**src/rtl/core/afr_pkg.sv**
```systemverilog
// Shared types and constants for the addressed frame receiver.
// Depends on nothing; every other file of the block but afr_ram uses it.
package afr_pkg;

    localparam int BYTE_W = 8;
    localparam int LEN_W  = 6;

    localparam logic [BYTE_W-1:0] START_BYTE = 8'h24;
    localparam logic [BYTE_W-1:0] STOP_BYTE  = 8'h26;
    localparam logic [LEN_W-1:0]  MIN_KEEP   = 6'd2;

    localparam int ST_W = 3;
    localparam logic [ST_W-1:0] S_IDLE  = 3'd0;
    localparam logic [ST_W-1:0] S_ADDR  = 3'd1;
    localparam logic [ST_W-1:0] S_FILL  = 3'd2;
    localparam logic [ST_W-1:0] S_READY = 3'd3;
    localparam logic [ST_W-1:0] S_RD    = 3'd4;
    localparam logic [ST_W-1:0] S_OUT   = 3'd5;

    typedef logic [BYTE_W-1:0] t_byte;
    typedef logic [LEN_W-1:0]  t_len;

    typedef struct packed {
        logic  load;
        logic  is_last;
        t_len  frame_length;
    } t_emit;

endpackage

```
**src/rtl/core/afr_in_if.sv**
```systemverilog
// Input channel of the addressed frame receiver: one received byte per word.
// Depends on afr_pkg for the byte type.
interface afr_in_if;
    logic          valid;
    logic          ready;
    afr_pkg::t_byte rx_byte;

    modport source (output valid, output rx_byte, input ready);
    modport sink (input valid, input rx_byte, output ready);
endinterface

```
**src/rtl/core/afr_out_if.sv**
```systemverilog
// Output channel of the addressed frame receiver: one payload byte per word.
// Depends on afr_pkg for the byte and length types.
interface afr_out_if;
    logic           valid;
    logic           ready;
    afr_pkg::t_byte payload_byte;
    logic           is_last;
    afr_pkg::t_len  frame_length;

    modport source (output valid, output payload_byte, output is_last,
                    output frame_length, input ready);
    modport sink (input valid, input payload_byte, input is_last,
                  input frame_length, output ready);
endinterface

```
**src/rtl/core/afr_ram.sv**
```systemverilog
// Generic simple dual-port RAM with one write port and a registered read.
// Depends on nothing.
module afr_ram #(
    parameter int WIDTH = 8,
    parameter int DEPTH = 64
) (
    input  logic                     i_clk,
    input  logic                     i_we,
    input  logic [$clog2(DEPTH)-1:0] i_waddr,
    input  logic [WIDTH-1:0]         i_wdata,
    input  logic                     i_re,
    input  logic [$clog2(DEPTH)-1:0] i_raddr,
    output logic [WIDTH-1:0]         o_rdata
);

    logic [WIDTH-1:0] r_mem [DEPTH];
    logic [WIDTH-1:0] r_rdata;

    always_ff @(posedge i_clk) begin
        if (i_we) begin
            r_mem[i_waddr] <= i_wdata;
        end
        if (i_re) begin
            r_rdata <= r_mem[i_raddr];
        end
    end

    assign o_rdata = r_rdata;

endmodule

```
**src/rtl/core/afr_ctrl.sv**
```systemverilog
// Frame state machine, station id register and burst sequencer of the receiver.
// Depends on afr_pkg and drives the write and read ports of the frame store.
module afr_ctrl #(
    parameter int CAPACITY = 64
) (
    input  logic                        i_clk,
    input  logic                        i_rst_n,
    input  logic                        i_cfg_we,
    input  afr_pkg::t_byte              i_cfg_wdata,
    input  logic                        i_in_valid,
    input  afr_pkg::t_byte              i_in_byte,
    output logic                        o_in_ready,
    input  logic                        i_out_free,
    output afr_pkg::t_emit              o_emit,
    output logic                        o_mem_we,
    output logic [$clog2(CAPACITY)-1:0] o_mem_waddr,
    output afr_pkg::t_byte              o_mem_wdata,
    output logic                        o_mem_re,
    output logic [$clog2(CAPACITY)-1:0] o_mem_raddr
);
    import afr_pkg::*;

    localparam int   ADDR_W   = $clog2(CAPACITY);
    localparam t_len FULL_LIM = LEN_W'(CAPACITY - 2);

    logic [ST_W-1:0] r_state, n_state;
    t_len            r_fill, n_fill;
    t_len            r_idx, n_idx;
    t_byte           r_station_id;
    logic            w_accept;
    logic            w_is_last;

    always_ff @(posedge i_clk) begin
        if (!i_rst_n) begin
            r_station_id <= '0;
        end else if (i_cfg_we) begin
            r_station_id <= i_cfg_wdata;
        end
    end

    assign o_in_ready = (r_state != S_RD) && (r_state != S_OUT);
    assign w_accept   = i_in_valid && o_in_ready;
    assign w_is_last  = (r_idx == r_fill - 1'b1);

    always_comb begin
        n_state     = r_state;
        n_fill      = r_fill;
        n_idx       = r_idx;
        o_mem_we    = 1'b0;
        o_mem_waddr = r_fill[ADDR_W-1:0];
        o_mem_wdata = i_in_byte;
        o_mem_re    = 1'b0;
        o_mem_raddr = r_idx[ADDR_W-1:0];
        o_emit      = '{load: 1'b0, is_last: w_is_last, frame_length: r_fill};
        if (w_accept && i_in_byte == START_BYTE) begin
            n_state = S_ADDR;
            n_fill  = '0;
        end else begin
            case (r_state)
                S_ADDR: begin
                    if (w_accept) begin
                        if (i_in_byte == r_station_id) begin
                            n_state = S_FILL;
                        end else begin
                            n_state = S_IDLE;
                            n_fill  = '0;
                        end
                    end
                end
                S_FILL: begin
                    if (w_accept) begin
                        if (i_in_byte == STOP_BYTE) begin
                            if (r_fill > MIN_KEEP) begin
                                n_state = S_RD;
                                n_idx   = '0;
                            end else begin
                                n_state = S_IDLE;
                                n_fill  = '0;
                            end
                        end else if (r_fill > FULL_LIM) begin
                            n_state = S_IDLE;
                            n_fill  = '0;
                        end else begin
                            o_mem_we = 1'b1;
                            n_fill   = r_fill + 1'b1;
                        end
                    end
                end
                S_RD: begin
                    o_mem_re = 1'b1;
                    n_state  = S_OUT;
                end
                S_OUT: begin
                    if (i_out_free) begin
                        o_emit.load = 1'b1;
                        if (w_is_last) begin
                            n_state = S_READY;
                        end else begin
                            n_idx   = r_idx + 1'b1;
                            n_state = S_RD;
                        end
                    end
                end
                default: begin
                    n_state = r_state;
                end
            endcase
        end
    end

    always_ff @(posedge i_clk) begin
        if (!i_rst_n) begin
            r_state <= S_IDLE;
            r_fill  <= '0;
            r_idx   <= '0;
        end else begin
            r_state <= n_state;
            r_fill  <= n_fill;
            r_idx   <= n_idx;
        end
    end

endmodule

```
**src/rtl/core/afr_out_stage.sv**
```systemverilog
// Output register of the receiver that holds one payload word until it is taken.
// Depends on afr_pkg and afr_out_if.
module afr_out_stage (
    input  logic              i_clk,
    input  logic              i_rst_n,
    input  afr_pkg::t_emit    i_emit,
    input  afr_pkg::t_byte    i_data,
    output logic              o_free,
    afr_out_if.source         o_out
);
    import afr_pkg::*;

    logic  r_valid;
    t_byte r_byte;
    logic  r_last;
    t_len  r_len;

    assign o_free = !r_valid || o_out.ready;

    always_ff @(posedge i_clk) begin
        if (!i_rst_n) begin
            r_valid <= 1'b0;
        end else if (i_emit.load) begin
            r_valid <= 1'b1;
        end else if (o_out.ready) begin
            r_valid <= 1'b0;
        end
    end

    always_ff @(posedge i_clk) begin
        if (i_emit.load) begin
            r_byte <= i_data;
            r_last <= i_emit.is_last;
            r_len  <= i_emit.frame_length;
        end
    end

    assign o_out.valid        = r_valid;
    assign o_out.payload_byte = r_byte;
    assign o_out.is_last      = r_last;
    assign o_out.frame_length = r_len;

endmodule

```
**src/rtl/core/addressed_frame_receiver_top.sv**
```systemverilog
// Channel    Dir  Word
// i_rx       in   rx_byte: one received byte
// o_frame    out  payload_byte, is_last, frame_length: one stored byte of a valid frame
// i_cfg_*    in   station id write, taken at any edge with i_cfg_we high and i_rst_n high
//
// i_rx.ready is low only while a frame is sent.
// A frame is sent byte by byte: each byte is read from the frame store, then loaded into the output register.
// A stall on o_frame holds the sequencer; the input waits until the last byte is loaded.
// Reset is synchronous and active low; the frame store is not cleared.
// Top level of the addressed frame receiver.
// Depends on afr_pkg, afr_in_if, afr_out_if, afr_ram, afr_ctrl and afr_out_stage.
module addressed_frame_receiver_top #(
    parameter int CAPACITY = 64
) (
    input  logic           i_clk,
    input  logic           i_rst_n,
    input  logic           i_cfg_we,
    input  afr_pkg::t_byte i_cfg_wdata,
    afr_in_if.sink         i_rx,
    afr_out_if.source      o_frame
);
    import afr_pkg::*;

    localparam int ADDR_W = $clog2(CAPACITY);

    t_emit             w_emit;
    logic              w_out_free;
    logic              w_mem_we;
    logic [ADDR_W-1:0] w_mem_waddr;
    t_byte             w_mem_wdata;
    logic              w_mem_re;
    logic [ADDR_W-1:0] w_mem_raddr;
    t_byte             w_mem_rdata;

    afr_ctrl #(
        .CAPACITY(CAPACITY)
    ) u_ctrl (
        .i_clk       (i_clk),
        .i_rst_n     (i_rst_n),
        .i_cfg_we    (i_cfg_we),
        .i_cfg_wdata (i_cfg_wdata),
        .i_in_valid  (i_rx.valid),
        .i_in_byte   (i_rx.rx_byte),
        .o_in_ready  (i_rx.ready),
        .i_out_free  (w_out_free),
        .o_emit      (w_emit),
        .o_mem_we    (w_mem_we),
        .o_mem_waddr (w_mem_waddr),
        .o_mem_wdata (w_mem_wdata),
        .o_mem_re    (w_mem_re),
        .o_mem_raddr (w_mem_raddr)
    );

    afr_ram #(
        .WIDTH(BYTE_W),
        .DEPTH(CAPACITY)
    ) u_store (
        .i_clk   (i_clk),
        .i_we    (w_mem_we),
        .i_waddr (w_mem_waddr),
        .i_wdata (w_mem_wdata),
        .i_re    (w_mem_re),
        .i_raddr (w_mem_raddr),
        .o_rdata (w_mem_rdata)
    );

    afr_out_stage u_out (
        .i_clk   (i_clk),
        .i_rst_n (i_rst_n),
        .i_emit  (w_emit),
        .i_data  (w_mem_rdata),
        .o_free  (w_out_free),
        .o_out   (o_frame)
    );

`ifndef SYNTH
    a_load_blocks_input: assert property (@(posedge i_clk) disable iff (!i_rst_n)
        w_emit.load |-> !i_rx.ready)
        else $error("Input ready while a frame word is loaded.");

    a_load_when_free: assert property (@(posedge i_clk) disable iff (!i_rst_n)
        w_emit.load |-> w_out_free)
        else $error("Frame word loaded over a word not yet taken.");

    a_last_frees_input: assert property (@(posedge i_clk) disable iff (!i_rst_n)
        (w_emit.load && w_emit.is_last) |=> i_rx.ready)
        else $error("Input not ready after the last word of a frame.");

    a_read_after_load: assert property (@(posedge i_clk) disable iff (!i_rst_n)
        (w_emit.load && !w_emit.is_last) |=> w_mem_re)
        else $error("No frame store read after a frame word that is not the last.");
`endif

endmodule
```
**src/flat_wrapper.sv**
```systemverilog
// flat-port wrapper written by rule: the top's interface ports become plain ports
module addressed_frame_receiver_top_flat import afr_pkg::*;
#(
    parameter int CAPACITY = 64
)
  (i_clk, i_rst_n, i_cfg_we, i_cfg_wdata, i_rx_valid, i_rx_rx_byte, i_rx_ready, o_frame_valid, o_frame_payload_byte, o_frame_is_last, o_frame_frame_length, o_frame_ready);
  afr_in_if i_rx_i ();
  afr_out_if o_frame_i ();
  input  logic i_clk;
  input  logic i_rst_n;
  input  logic i_cfg_we;
  input  afr_pkg::t_byte i_cfg_wdata;
  input wire logic [$bits(i_rx_i.valid)-1:0] i_rx_valid;
  input wire logic [$bits(i_rx_i.rx_byte)-1:0] i_rx_rx_byte;
  output wire logic [$bits(i_rx_i.ready)-1:0] i_rx_ready;
  output wire logic [$bits(o_frame_i.valid)-1:0] o_frame_valid;
  output wire logic [$bits(o_frame_i.payload_byte)-1:0] o_frame_payload_byte;
  output wire logic [$bits(o_frame_i.is_last)-1:0] o_frame_is_last;
  output wire logic [$bits(o_frame_i.frame_length)-1:0] o_frame_frame_length;
  input wire logic [$bits(o_frame_i.ready)-1:0] o_frame_ready;
  assign i_rx_i.valid = i_rx_valid;
  assign i_rx_i.rx_byte = i_rx_rx_byte;
  assign i_rx_ready = i_rx_i.ready;
  assign o_frame_valid = o_frame_i.valid;
  assign o_frame_payload_byte = o_frame_i.payload_byte;
  assign o_frame_is_last = o_frame_i.is_last;
  assign o_frame_frame_length = o_frame_i.frame_length;
  assign o_frame_i.ready = o_frame_ready;
  addressed_frame_receiver_top #(.CAPACITY(CAPACITY)) u_core (.i_clk(i_clk), .i_rst_n(i_rst_n), .i_cfg_we(i_cfg_we), .i_cfg_wdata(i_cfg_wdata), .i_rx(i_rx_i), .o_frame(o_frame_i));
endmodule
```
**config.mk**
```make
export PLATFORM = sky130hd
export DESIGN_NAME = addressed_frame_receiver_top_flat
export DESIGN_NICKNAME = d
export VERILOG_FILES = /design/src/rtl/core/afr_pkg.sv /design/src/rtl/core/afr_in_if.sv /design/src/rtl/core/afr_out_if.sv /design/src/rtl/core/afr_ram.sv /design/src/rtl/core/afr_ctrl.sv /design/src/rtl/core/afr_out_stage.sv /design/src/rtl/core/addressed_frame_receiver_top.sv /design/src/flat_wrapper.sv
export SDC_FILE = /design/constraint.sdc
export NUM_CORES = 1
export LEC_CHECK = 0
export BUFFER_PORTS_ARGS = -buffer_cell sky130_fd_sc_hd__buf_2
export CAP_MARGIN = 10
export CORE_ASPECT_RATIO = 1.5
export CORE_MARGIN = 2
export CORE_UTILIZATION = 62
export CTS_CLUSTER_SIZE = 20
export DETAILED_ROUTE_END_ITERATION = 16
export MAX_ROUTING_LAYER = met4
export PLACE_DENSITY = 0.78
export SLEW_MARGIN = 10
export SYNTH_ARGS = -nofsm -noshare
export SYNTH_HDL_FRONTEND = slang
export SYNTH_HIERARCHICAL = 1
export SYNTH_SLANG_ARGS = --single-unit
```
**constraint.sdc**
```tcl
create_clock -name i_clk -period 3.75 [get_ports i_clk]
set_input_delay 0.1875 -clock i_clk [delete_from_list [all_inputs] [get_ports i_clk]]
set_output_delay 0.1875 -clock i_clk [all_outputs]
set_load 0.01 [all_outputs]
```
==> results of run 1 <==
[metrics by stage]
step | util (%) | hold WS (ps) | cell area [um^2]
after CTS | 69.3 | 42.4 | 24800
final | 69.5 | 50.7 | 24800
after global placement | 64.7 | 406 | 23100
after global routing | 69.5 | 47.7 | 24800
after detailed placement | 64.7 | 414 | 23100
after floorplan | - | 335 | 22400
[cell usage in the layout (no fill, tap or decap), drive strengths merged, types with 14 or more instances in the layout]
cell and n:
nor2 107, nand2 28, mux4 126, clkbuf 54, buf 86, nor2b 21
edfxtp 535, clkinv 23, nand3 19, dfxtp 24, xnor2 14, mux2i 34
[synthesized netlist by cell type, types with 13 or more instances]
library cell  instances
edfxtp_1            535
nand3_1              18
nor2_1              107
mux4_2              126
nor3_1               13
clkbuf_1             23
nor2b_1              21
mux2_2               13
buf_4                28
dfxtp_1              24
mux2i_1              34
nand2_1              27
xnor2_1              14
[power by group]
group / leakage, nW / internal (mW) / total (mW) / switching, mW
Sequential: 5.01 / 6.88 / 6.91 / 0.0299
Combinational: 1.72 / 0.145 / 0.429 / 0.284
Clock: 0.746 / 2.70 / 4.83 / 2.14
[logic make-up (layout without fill, tap and decap cells)]
| family | after synthesis | count (layout) | synth area share, % |
|---|---|---|---|
| DFF | 559 | 559 | 73.9 |
| other | 0 | 2 | 0 |
| muxes | 173 | 173 | 14.8 |
| and+or+nand+nor | 226 | 226 | 4.82 |
| buffers and inverters | 85 | 194 | 2.27 |
| xor gates and xnor gates | 14 | 14 | 0.547 |
| adders and majority gates | 4 | 4 | 0.223 |
| AOI/OAI and AO/OA | 99 | 99 | 3.44 |
[timing repair]
item	CTS	global route
hold buffers	10	0
setup endpoints to repair	0	261
resized for setup	0	26
endpoints found under the hold margin	14	0
[flip-flops by register name, indices dropped and copies added (netlist names)]
register                         count
u_core/u_store/r_mem               512
u_core/u_ctrl/r_station_id           8
u_core/u_out/o_out.payload_byte      8
u_core/u_store/o_rdata               8
u_core/u_ctrl/o_mem_raddr            6
u_core/u_ctrl/o_mem_waddr            6
u_core/u_out/o_out.frame_length      6
u_core/u_ctrl/r_state                3
u_core/u_out/o_out.is_last           1
u_core/u_out/o_out.valid             1
[worst max-delay path by stage]
stage,end,slack (ps),startpoint
2_1_floorplan,u_core/u_store/r_mem[62][0]$_DFFE_PP_,910,u_core/u_ctrl/r_state[0]$_SDFFE_PN0P_
3_3_place_gp,u_core/u_store/r_mem[35][2]$_DFFE_PP_,480,u_core/u_ctrl/r_state[1]$_SDFFE_PP0P_
3_5_place_dp,u_core/u_store/r_mem[4][1]$_DFFE_PP_,300,u_core/u_ctrl/r_state[1]$_SDFFE_PP0P_
4_1_cts,u_core/u_store/r_mem[4][1]$_DFFE_PP_,250,u_core/u_ctrl/r_state[1]$_SDFFE_PP0P_
5_1_grt,u_core/u_store/r_mem[36][3]$_DFFE_PP_,-200,u_core/u_ctrl/r_state[1]$_SDFFE_PP0P_
6_report,u_core/u_store/r_mem[28][1]$_DFFE_PP_,20,u_core/u_ctrl/r_state[1]$_SDFFE_PP0P_
[routing by layer]
metal	up-vias	GRT usage (%)	part of all wire (%)	wire (um)
li1	4856	-	-	-
met1	6086	33.3	34	17500
met2	604	49.7	54	27600
met3	138	4.40	7.1	3640
met4	0	11.5	4.6	2370
met5	-	-	0	0
[cell type report]
type	instances	share of cell area [%]
antenna	2	0.0202
clock buffer	54	4.93
clock inverter	33	1.22
inverter	11	0.166
multi-input combinational	516	21.8
sequential	559	66.7
tap	478	2.41
timing repair buffer	96	2.78
[critical path: stages (launching register included)]
cell and delay (ps):
dfxtp_1 410, inv_1 90, nor3_1 410, o211ai_1 200, nor3_1 650, nor2b_1 390
nand2_1 490, nor2_1 720
==> flow_metrics.env, run 1 <==
export IMPL_synth_ff_type="edfxtp_1"
export IMPL_cp_arrival_ps=3930
export IMPL_r2r_end="u_core/u_store/r_mem[28][1]$_DFFE_PP_"
export IMPL_setup_viol=0
export IMPL_synth_edf_count=535
export IMPL_timing_slew_headroom_pct=36.8
export IMPL_cts_clk_slew_worst_paths_ps=70
export IMPL_clk_insertion_delay_late_ps=580
export IMPL_yosysTopAreaCellShare_pct=71.7
export IMPL_drtIter0Drc=1252
export IMPL_tns_ps=0
export IMPL_hpwl_um=31500
export IMPL_finalCritPeriodShare_pct=99.4
export IMPL_r2r_start="u_core/u_ctrl/r_state[1]$_SDFFE_PP0P_"
export IMPL_fin_nets=1256
export IMPL_wl_um=51000
export IMPL_yosys_warnings=6
export IMPL_drive_gt1_share_pct=26.7
export IMPL_place_worst_setup_slack_ps=295
export IMPL_io_buffers=37
export IMPL_slew_viol_final=0
export IMPL_hold_violations=0
export IMPL_synth_seq_cells=559
export IMPL_netlist_area_um2=22400
export IMPL_fmax_ghz=0.268
export IMPL_worst_ep_required_time_ps=3960
export IMPL_core_region_area_um2=35700
export IMPL_irDropWorstVdd_uv=373
export IMPL_hold_path_class="in -> reg"
export IMPL_dieArea_um2=37700
export IMPL_grtUsageTotal_pct=28.5
export IMPL_yosys_top_cells_area="edfxtp_1 72%, mux4_2 13%, dfxtp_1 2.1%"
export IMPL_min_from="i_cfg_we"
export IMPL_area_growth_pct=10.9
export IMPL_dp_cells=1650
export IMPL_final_cells=1749
export IMPL_power_density_nw_per_um2=490
export IMPL_p_leak_nw=7.48
export IMPL_via_count=11684
export IMPL_grt_ovfl_total=0
export IMPL_antenna_left=0
export IMPL_fillers=2150
export IMPL_first_pass_iters=5
export IMPL_outcome="completed"
export IMPL_worstSetupPathType="reg -> reg"
export IMPL_routabilityCongestion=0.892
export IMPL_synthesis_nets=1185
export IMPL_remaining_drc_errors=0
export IMPL_synth_top_area_cell="edfxtp_1"
export IMPL_start_util_pct=62.7
export IMPL_cts_buffers=47
export IMPL_fin_skew_ps=22.0
export IMPL_async_reset_ff_share_pct=0
export IMPL_multi_input_area_um2=5410
export IMPL_worst_pin_slew_ps=945
export IMPL_viasPerCell=6.68
export IMPL_post_cts_buffers=0
export IMPL_drt_wirelength_per_cell_um=29.2
export IMPL_first_global_vias=11870
export IMPL_min_to="u_core/u_ctrl/r_station_id[4]$_SDFFE_PN0P_"
export IMPL_finalPower_mw=12.2
export IMPL_min_path_cells=3
export IMPL_die_w_um=159
export IMPL_worst_slack_ps=21.2
export IMPL_finalCriticalPeriod_ps=3730
export IMPL_rrSetupSlack_ps=20
export IMPL_die_h_um=237
export IMPL_start_kind="flop"
export IMPL_placementRows=85
export IMPL_ioPinCount=38
export IMPL_cts_sinks=559
export IMPL_reg2reg_depth=7
export IMPL_ys_types=65
export IMPL_path_max_fanout=8
export IMPL_postSynthAreaPerCell_um2=19.3
export IMPL_grt_max_degree=66
export IMPL_syn_inst=1160
export IMPL_rsz0062_at_grt="yes"
export IMPL_cts_tree="built"
export IMPL_regArea_um2=16600
export IMPL_clockBufferDepth=3
export IMPL_endpoint_kind="flop"
export IMPL_ys_seq_area_share_pct=73.9
export IMPL_cts_root_buf="clkbuf_16"
export IMPL_antenna_found_initial=2
export IMPL_grt_pass1_wl_um=75700
export IMPL_drv_cap=0
export IMPL_cts_htree_levels=2
No activity file was read; power rests on OpenSTA's default activity.
==> inputs of run 2 (changes only) <==
- ABC_AREA: default -> 1
- CORE_UTILIZATION: 62 -> 63
- PLACE_DENSITY: 0.78 -> 0.79
==> run 2 against run 1 <==
Core utilization is 1.1 points lower. Hold slack worse by 32 ps. Die area is 4.9% higher. Non-clock buffer count is 1 lower. Design area is 3.5% higher. Sequential power is 0.9% higher. Maximum frequency is 20% higher. Total power is 4.2% higher. Cell count is 52% higher. Global-route usage is 0.89 points higher. Largest power group unchanged. Count of clock-buffer cells in the layout is 8 higher.
==> flow_metrics.env, run 2 <==
export IMPL_yosysMostFrequentCell="nand2_1"
export IMPL_outcome="completed"
export IMPL_ys_top_cells_by_count="710 x nand2_1, 535 x edfxtp_1, 470 x nand3_1"
export IMPL_path_max_fanout=17
export IMPL_post_route_util_pct=68.4
export IMPL_setup_viol=0
export IMPL_antenna_found_initial=0
export IMPL_ioPinCount=38
export IMPL_drive_gt1_share_pct=9.33
export IMPL_grtUsageTotal_pct=29.4
export IMPL_area_growth_pct=7.54
export IMPL_worst_pin_slew_ps=1240
export IMPL_largest_register_ffs=512
export IMPL_die_w_um=163
export IMPL_cts_sinks=559
export IMPL_synthesis_nets=2148
export IMPL_rsz0062_at_grt="no"
export IMPL_dp_cells=2560
export IMPL_die_h_um=243
export IMPL_worst_ep_required_time_ps=3930
export IMPL_irDropWorstVdd_uv=458
export IMPL_power_density_nw_per_um2=494
export IMPL_final_cells=2653
export IMPL_clockBufferDepth=3
export IMPL_cp_slowest_cell="nor2_1"
export IMPL_ys_seq_area_share_pct=69.3
export IMPL_synth_edf_count=535
export IMPL_cts_htree_levels=2
export IMPL_cp_top_family="simple AND/OR/NAND/NOR gates"
export IMPL_antenna_left=0
export IMPL_core_region_area_um2=37600
export IMPL_remaining_drc_errors=0
export IMPL_synth_seq_cells=559
export IMPL_start_util_pct=63.6
export IMPL_postSynthAreaPerCell_um2=11.3
export IMPL_start_kind="flop"
export IMPL_yosys_warnings=6
export IMPL_yosysTopAreaCellShare_pct=67.2
export IMPL_drv_cap=0
export IMPL_final_cell_mix="710 x nand2_1, 535 x edfxtp_1, 470 x nand3_1"
export IMPL_routabilityCongestion=0.934
export IMPL_fillers=2575
export IMPL_syn_inst=2123
export IMPL_grt_pass1_wl_um=85700
export IMPL_cts_buffers=45
export IMPL_tns_ps=0
export IMPL_drtIter0Drc=2045
export IMPL_io_buffers=37
export IMPL_placementRows=87
export IMPL_async_reset_ff_share_pct=0
export IMPL_final_common_cell="nand2_1"
export IMPL_largest_register="u_core/u_store/r_mem"
export IMPL_finalCriticalPeriod_ps=3110
export IMPL_cp_arrival_ps=3300
export IMPL_first_pass_iters=7
export IMPL_hold_path_class="in -> reg"
export IMPL_timing_slew_headroom_pct=17.1
export IMPL_fin_skew_ps=17.8
export IMPL_diodes=0
export IMPL_fin_nets=2158
export IMPL_dieArea_um2=39500
export IMPL_clk_insertion_delay_late_ps=560
export IMPL_hpwl_um=32300
export IMPL_endpoint_kind="flop"
export IMPL_worstSetupPathType="reg -> reg"
export IMPL_path_buf_inv=2
export IMPL_yosys_top_cells_area="edfxtp_1 67%, nand2_1 11%, nand3_1 9.8%"
export IMPL_fmax_ghz=0.321
export IMPL_grt_max_degree=135
export IMPL_worstPathCellList="nand3_1 -> nor2_1 -> nand2_1 -> nand3_2 -> nor4_1 -> buf_4 -> nand4_1 -> buf_4 -> nor2_1"
export IMPL_finalCritPeriodShare_pct=83.0
export IMPL_cts_clk_slew_worst_paths_ps=60
export IMPL_wl_um=56000
export IMPL_slew_viol_final=0
export IMPL_synth_ff_type="edfxtp_1"
export IMPL_cts_root_buf="clkbuf_16"
export IMPL_p_leak_nw=9.24
export IMPL_hold_violations=0
export IMPL_ys_types=38
export IMPL_synth_top_area_cell="edfxtp_1"
export IMPL_critical_path_max_stage_delay_ps=540
export IMPL_cts_tree="built"
export IMPL_drt_wirelength_per_cell_um=21.1
export IMPL_viasPerCell=6.11
export IMPL_grt_ovfl_total=0
export IMPL_first_global_vias=15785
export IMPL_netlist_area_um2=23900
export IMPL_via_count=16208
[run 2: final cells by class]
class | instances | area, um^2 | area share [%]
clock buffer | 62 | 1210 | 4.71
clock inverter | 16 | 180 | 0.701
inverter | 50 | 201 | 0.784
multi-input combinational | 1382 | 6190 | 24.1
sequential | 559 | 16600 | 64.4
tap | 489 | 612 | 2.38
timing repair buffer | 95 | 746 | 2.90
[run 2: metrics by stage]
| stage | hold slack, ps | setup WS (ps) | instance area (um^2) | total power [mW] |
|---|---|---|---|---|
| after floorplan | 309 | 1050 | 23900 | 7.85 |
| after global placement | 404 | 904 | 24200 | 8.19 |
| after detailed placement | 406 | 795 | 24200 | 8.22 |
| after CTS | 1.43 | 773 | 25700 | 12.7 |
| after global routing | 49.0 | 514 | 25700 | 13.0 |
| final | 18.3 | 637 | 25700 | 12.7 |
[run 2: power by group]
group          total, mW  switching [mW]  internal, mW  leakage [nW]
Sequential          6.97          0.0463          6.93          5.00
Combinational       1.16           0.841         0.322          3.57
Clock               4.55            2.03          2.53         0.675
Total               12.7            2.91          9.78          9.24
[run 2: final timing paths]
path,startpoint,end,slack (ps),depth (start not counted)
worst min-delay path,i_cfg_we,u_core/u_ctrl/r_station_id[3]$_SDFFE_PN0P_,20,3
worst max register to register,u_core/u_ctrl/o_mem_waddr[0]$_SDFFE_PP0P_,u_core/u_store/r_mem[10][5]$_DFFE_PP_,640,9
worst max-delay path,u_core/u_ctrl/o_mem_waddr[0]$_SDFFE_PP0P_,u_core/u_store/r_mem[10][5]$_DFFE_PP_,640,9
worst min register to register,u_core/u_store/o_rdata[7]$_DFFE_PP_,u_core/u_out/o_out.payload_byte[7]$_DFFE_PP_,430,0
[run 2: tightest hold or removal path, cell delays in order]
cell	delay, ps
buf_2	170
o21ai_0	110
nor2_1	80
[run 2: logic make-up after synthesis]
group / count (synthesis) / synth area share, %
simple gates: 1341 / 24.7
flops: 559 / 69.3
buf+inv: 182 / 4.85
compound gates: 26 / 0.613
xor+xnor: 11 / 0.403
fa+ha+maj: 4 / 0.209
[run 2: repair_timing]
action / in CTS / in global routing
endpoints found under the setup margin: 0 / 0
hold buffers: 15 / 0
endpoints found under the hold margin: 11 / 0
buffers inserted: 0 / 0
resized for setup: 0 / 0
[run 2: metal layers]
layer	share of wire, %	vias up	track usage (%)
met1	36	7651	35.3
met3	9.0	235	3.80
li1	-	7364	-
met5	0	-	-
met2	50	958	48.5
met4	5.8	0	15.5
==> inputs of run 3 (changes only) <==
- CORE_UTILIZATION: 63 -> 57
- PLACE_DENSITY: 0.79 -> 0.75
- clock period: 3.75 -> 2.7 ns (I/O delays scaled with it)
==> run 3 against run 2 <==
Hold slack improved by 110 ps. Maximum frequency rose by 20%. Total power rose by 46%.
==> flow_metrics.env, run 3 (synthesis results as in run 2) <==
export IMPL_outcome="completed"
export IMPL_worstSetupPathType="reg -> reg"
export IMPL_antenna_left=0
export IMPL_drt_wirelength_per_cell_um=21.1
export IMPL_routabilityCongestion=0.914
export IMPL_post_route_util_pct=64.6
export IMPL_final_common_cell="nand2_1"
export IMPL_cts_root_buf="clkbuf_16"
export IMPL_final_cell_mix="710 x nand2_1, 535 x edfxtp_1, 470 x nand3_1"
export IMPL_worst_pin_slew_ps=1140
export IMPL_dieArea_um2=43600
export IMPL_start_util_pct=58.0
export IMPL_first_global_vias=16118
export IMPL_clockBufferDepth=3
export IMPL_ioPinCount=38
export IMPL_antenna_found_initial=0
export IMPL_place_worst_setup_slack_ps=67.1
export IMPL_area_growth_pct=11.4
export IMPL_dpl_cell_area_um2=24800
export IMPL_fmax_ghz=0.384
export IMPL_core_region_area_um2=41200
export IMPL_timing_slew_headroom_pct=24.0
export IMPL_reg2reg_depth=9
export IMPL_seqPwrFrac_pct=52.4
export IMPL_dp_cells=2699
export IMPL_rsz0062_at_grt="no"
export IMPL_drtIter0Drc=1937
export IMPL_cts_clk_slew_worst_paths_ps=60
export IMPL_min_path_cells=6
export IMPL_hold_violations=0
export IMPL_hpwl_um=35400
export IMPL_grtUsageTotal_pct=28.4
export IMPL_tns_ps=0
export IMPL_hold_path_class="in -> reg"
export IMPL_fin_nets=2236
export IMPL_hold_ws_ps=125
export IMPL_die_w_um=171
export IMPL_worst_slack_ps=96.6
export IMPL_grt_ovfl_total=0
export IMPL_power_density_nw_per_um2=694
export IMPL_finalCriticalPeriod_ps=2600
export IMPL_r2r_start="u_core/u_ctrl/r_state[1]$_SDFFE_PP0P_"
export IMPL_finalCritPeriodShare_pct=96.4
export IMPL_fin_skew_ps=22.2
export IMPL_p_leak_nw=9.76
export IMPL_grt_max_degree=113
export IMPL_slew_viol_final=0
export IMPL_setup_worst_path_start="u_core/u_ctrl/r_state[1]$_SDFFE_PP0P_"
export IMPL_io_buffers=37
export IMPL_placementRows=91
export IMPL_via_count=16330
export IMPL_final_cells=2806
export IMPL_diodes=0
export IMPL_p_int_mw=14.2
export IMPL_finalPower_mw=18.5
export IMPL_setup_viol=0
export IMPL_path_max_fanout=9
export IMPL_largest_register_ffs=512
export IMPL_irDropWorstVdd_uv=558
export IMPL_p_comb_share_pct=9.2
export IMPL_wl_um=59200
export IMPL_cts_buffers=49
export IMPL_worst_ep_required_time_ps=2980
export IMPL_start_kind="flop"
export IMPL_clk_insertion_delay_late_ps=590
export IMPL_final_cell_area_um2=26600
export IMPL_clkPwrFrac_pct=38.4
export IMPL_cts_htree_levels=2
export IMPL_grt_pass1_wl_um=89600
export IMPL_viasPerCell=5.82
export IMPL_first_pass_iters=7
export IMPL_power_switching_mw=4.26
export IMPL_cts_sinks=559
export IMPL_remaining_drc_errors=0
export IMPL_drv_cap=0
export IMPL_largest_register="u_core/u_store/r_mem"
export IMPL_drive_gt1_share_pct=12.4
export IMPL_endpoint_kind="flop"
export IMPL_min_from="i_rx_rx_byte[5]"
export IMPL_switching_share_pct=23.1
export IMPL_die_h_um=255
export IMPL_cp_arrival_ps=2880
export IMPL_cts_tree="built"
run 3: cell types whose count changed in the layout (fill, tap and decap cells not counted), sizes merged:
cell,change
buf,+70
dlygate4sd3,+4
bufinv,+3
clkbuf,+3
clkinv,+2
inv,+2
run 3: worst paths after layout:
path | end | slack, ps
min | u_core/u_ctrl/o_mem_waddr[3]$_SDFFE_PP0P_ | 130
max reg2reg | u_core/u_store/r_mem[10][1]$_DFFE_PP_ | 100
min reg2reg | u_core/u_out/o_out.payload_byte[1]$_DFFE_PP_ | 420
max | u_core/u_store/r_mem[10][1]$_DFFE_PP_ | 100
run 3: layout make-up:
class | count | area (um^2)
tap | 558 | 698
inverter | 50 | 203
clock inverter | 23 | 284
fill | 3128 | 14600
sequential | 559 | 16600
timing repair buffer | 169 | 1360
clock buffer | 65 | 1330
multi-input combinational | 1382 | 6190
run 3: power groups by stage:
stage	combinational, mW	sequential (mW)	clock, mW
after detailed placement	1.63	9.86	0
after global routing	1.81	9.68	7.50
final	1.70	9.68	7.09
after CTS	1.66	9.68	7.17
after global placement	1.60	9.86	0
after floorplan	1.05	9.85	0
run 3: per-layer routing:
layer | vias to the layer above | global-route usage, % | part of all wire, %
li1 | 7537 | - | -
met4 | 0 | 14.8 | 5.4
met2 | 835 | 48.7 | 51
met5 | - | - | 0
met1 | 7748 | 33.1 | 37
met3 | 210 | 2.89 | 7.0
run 3: timing repair:
| item | 4_1_cts | 5_1_grt |
|---|---|---|
| hold buffers | 19 | 0 |
| endpoints found under the hold margin | 14 | 0 |
| gates resized for setup | 0 | 1 |
| setup endpoints to repair | 0 | 8 |
| buffers inserted | 0 | 0 |
run 3: critical path: stages, from the launching register on:
cell and delay, ps:
dfxtp_1 400, nand3_2 180, inv_2 180, nand3_2 120, nor4_1 200, buf_4 250
nand4_1 380, buf_4 310, nor2_1 100, buf_4 190
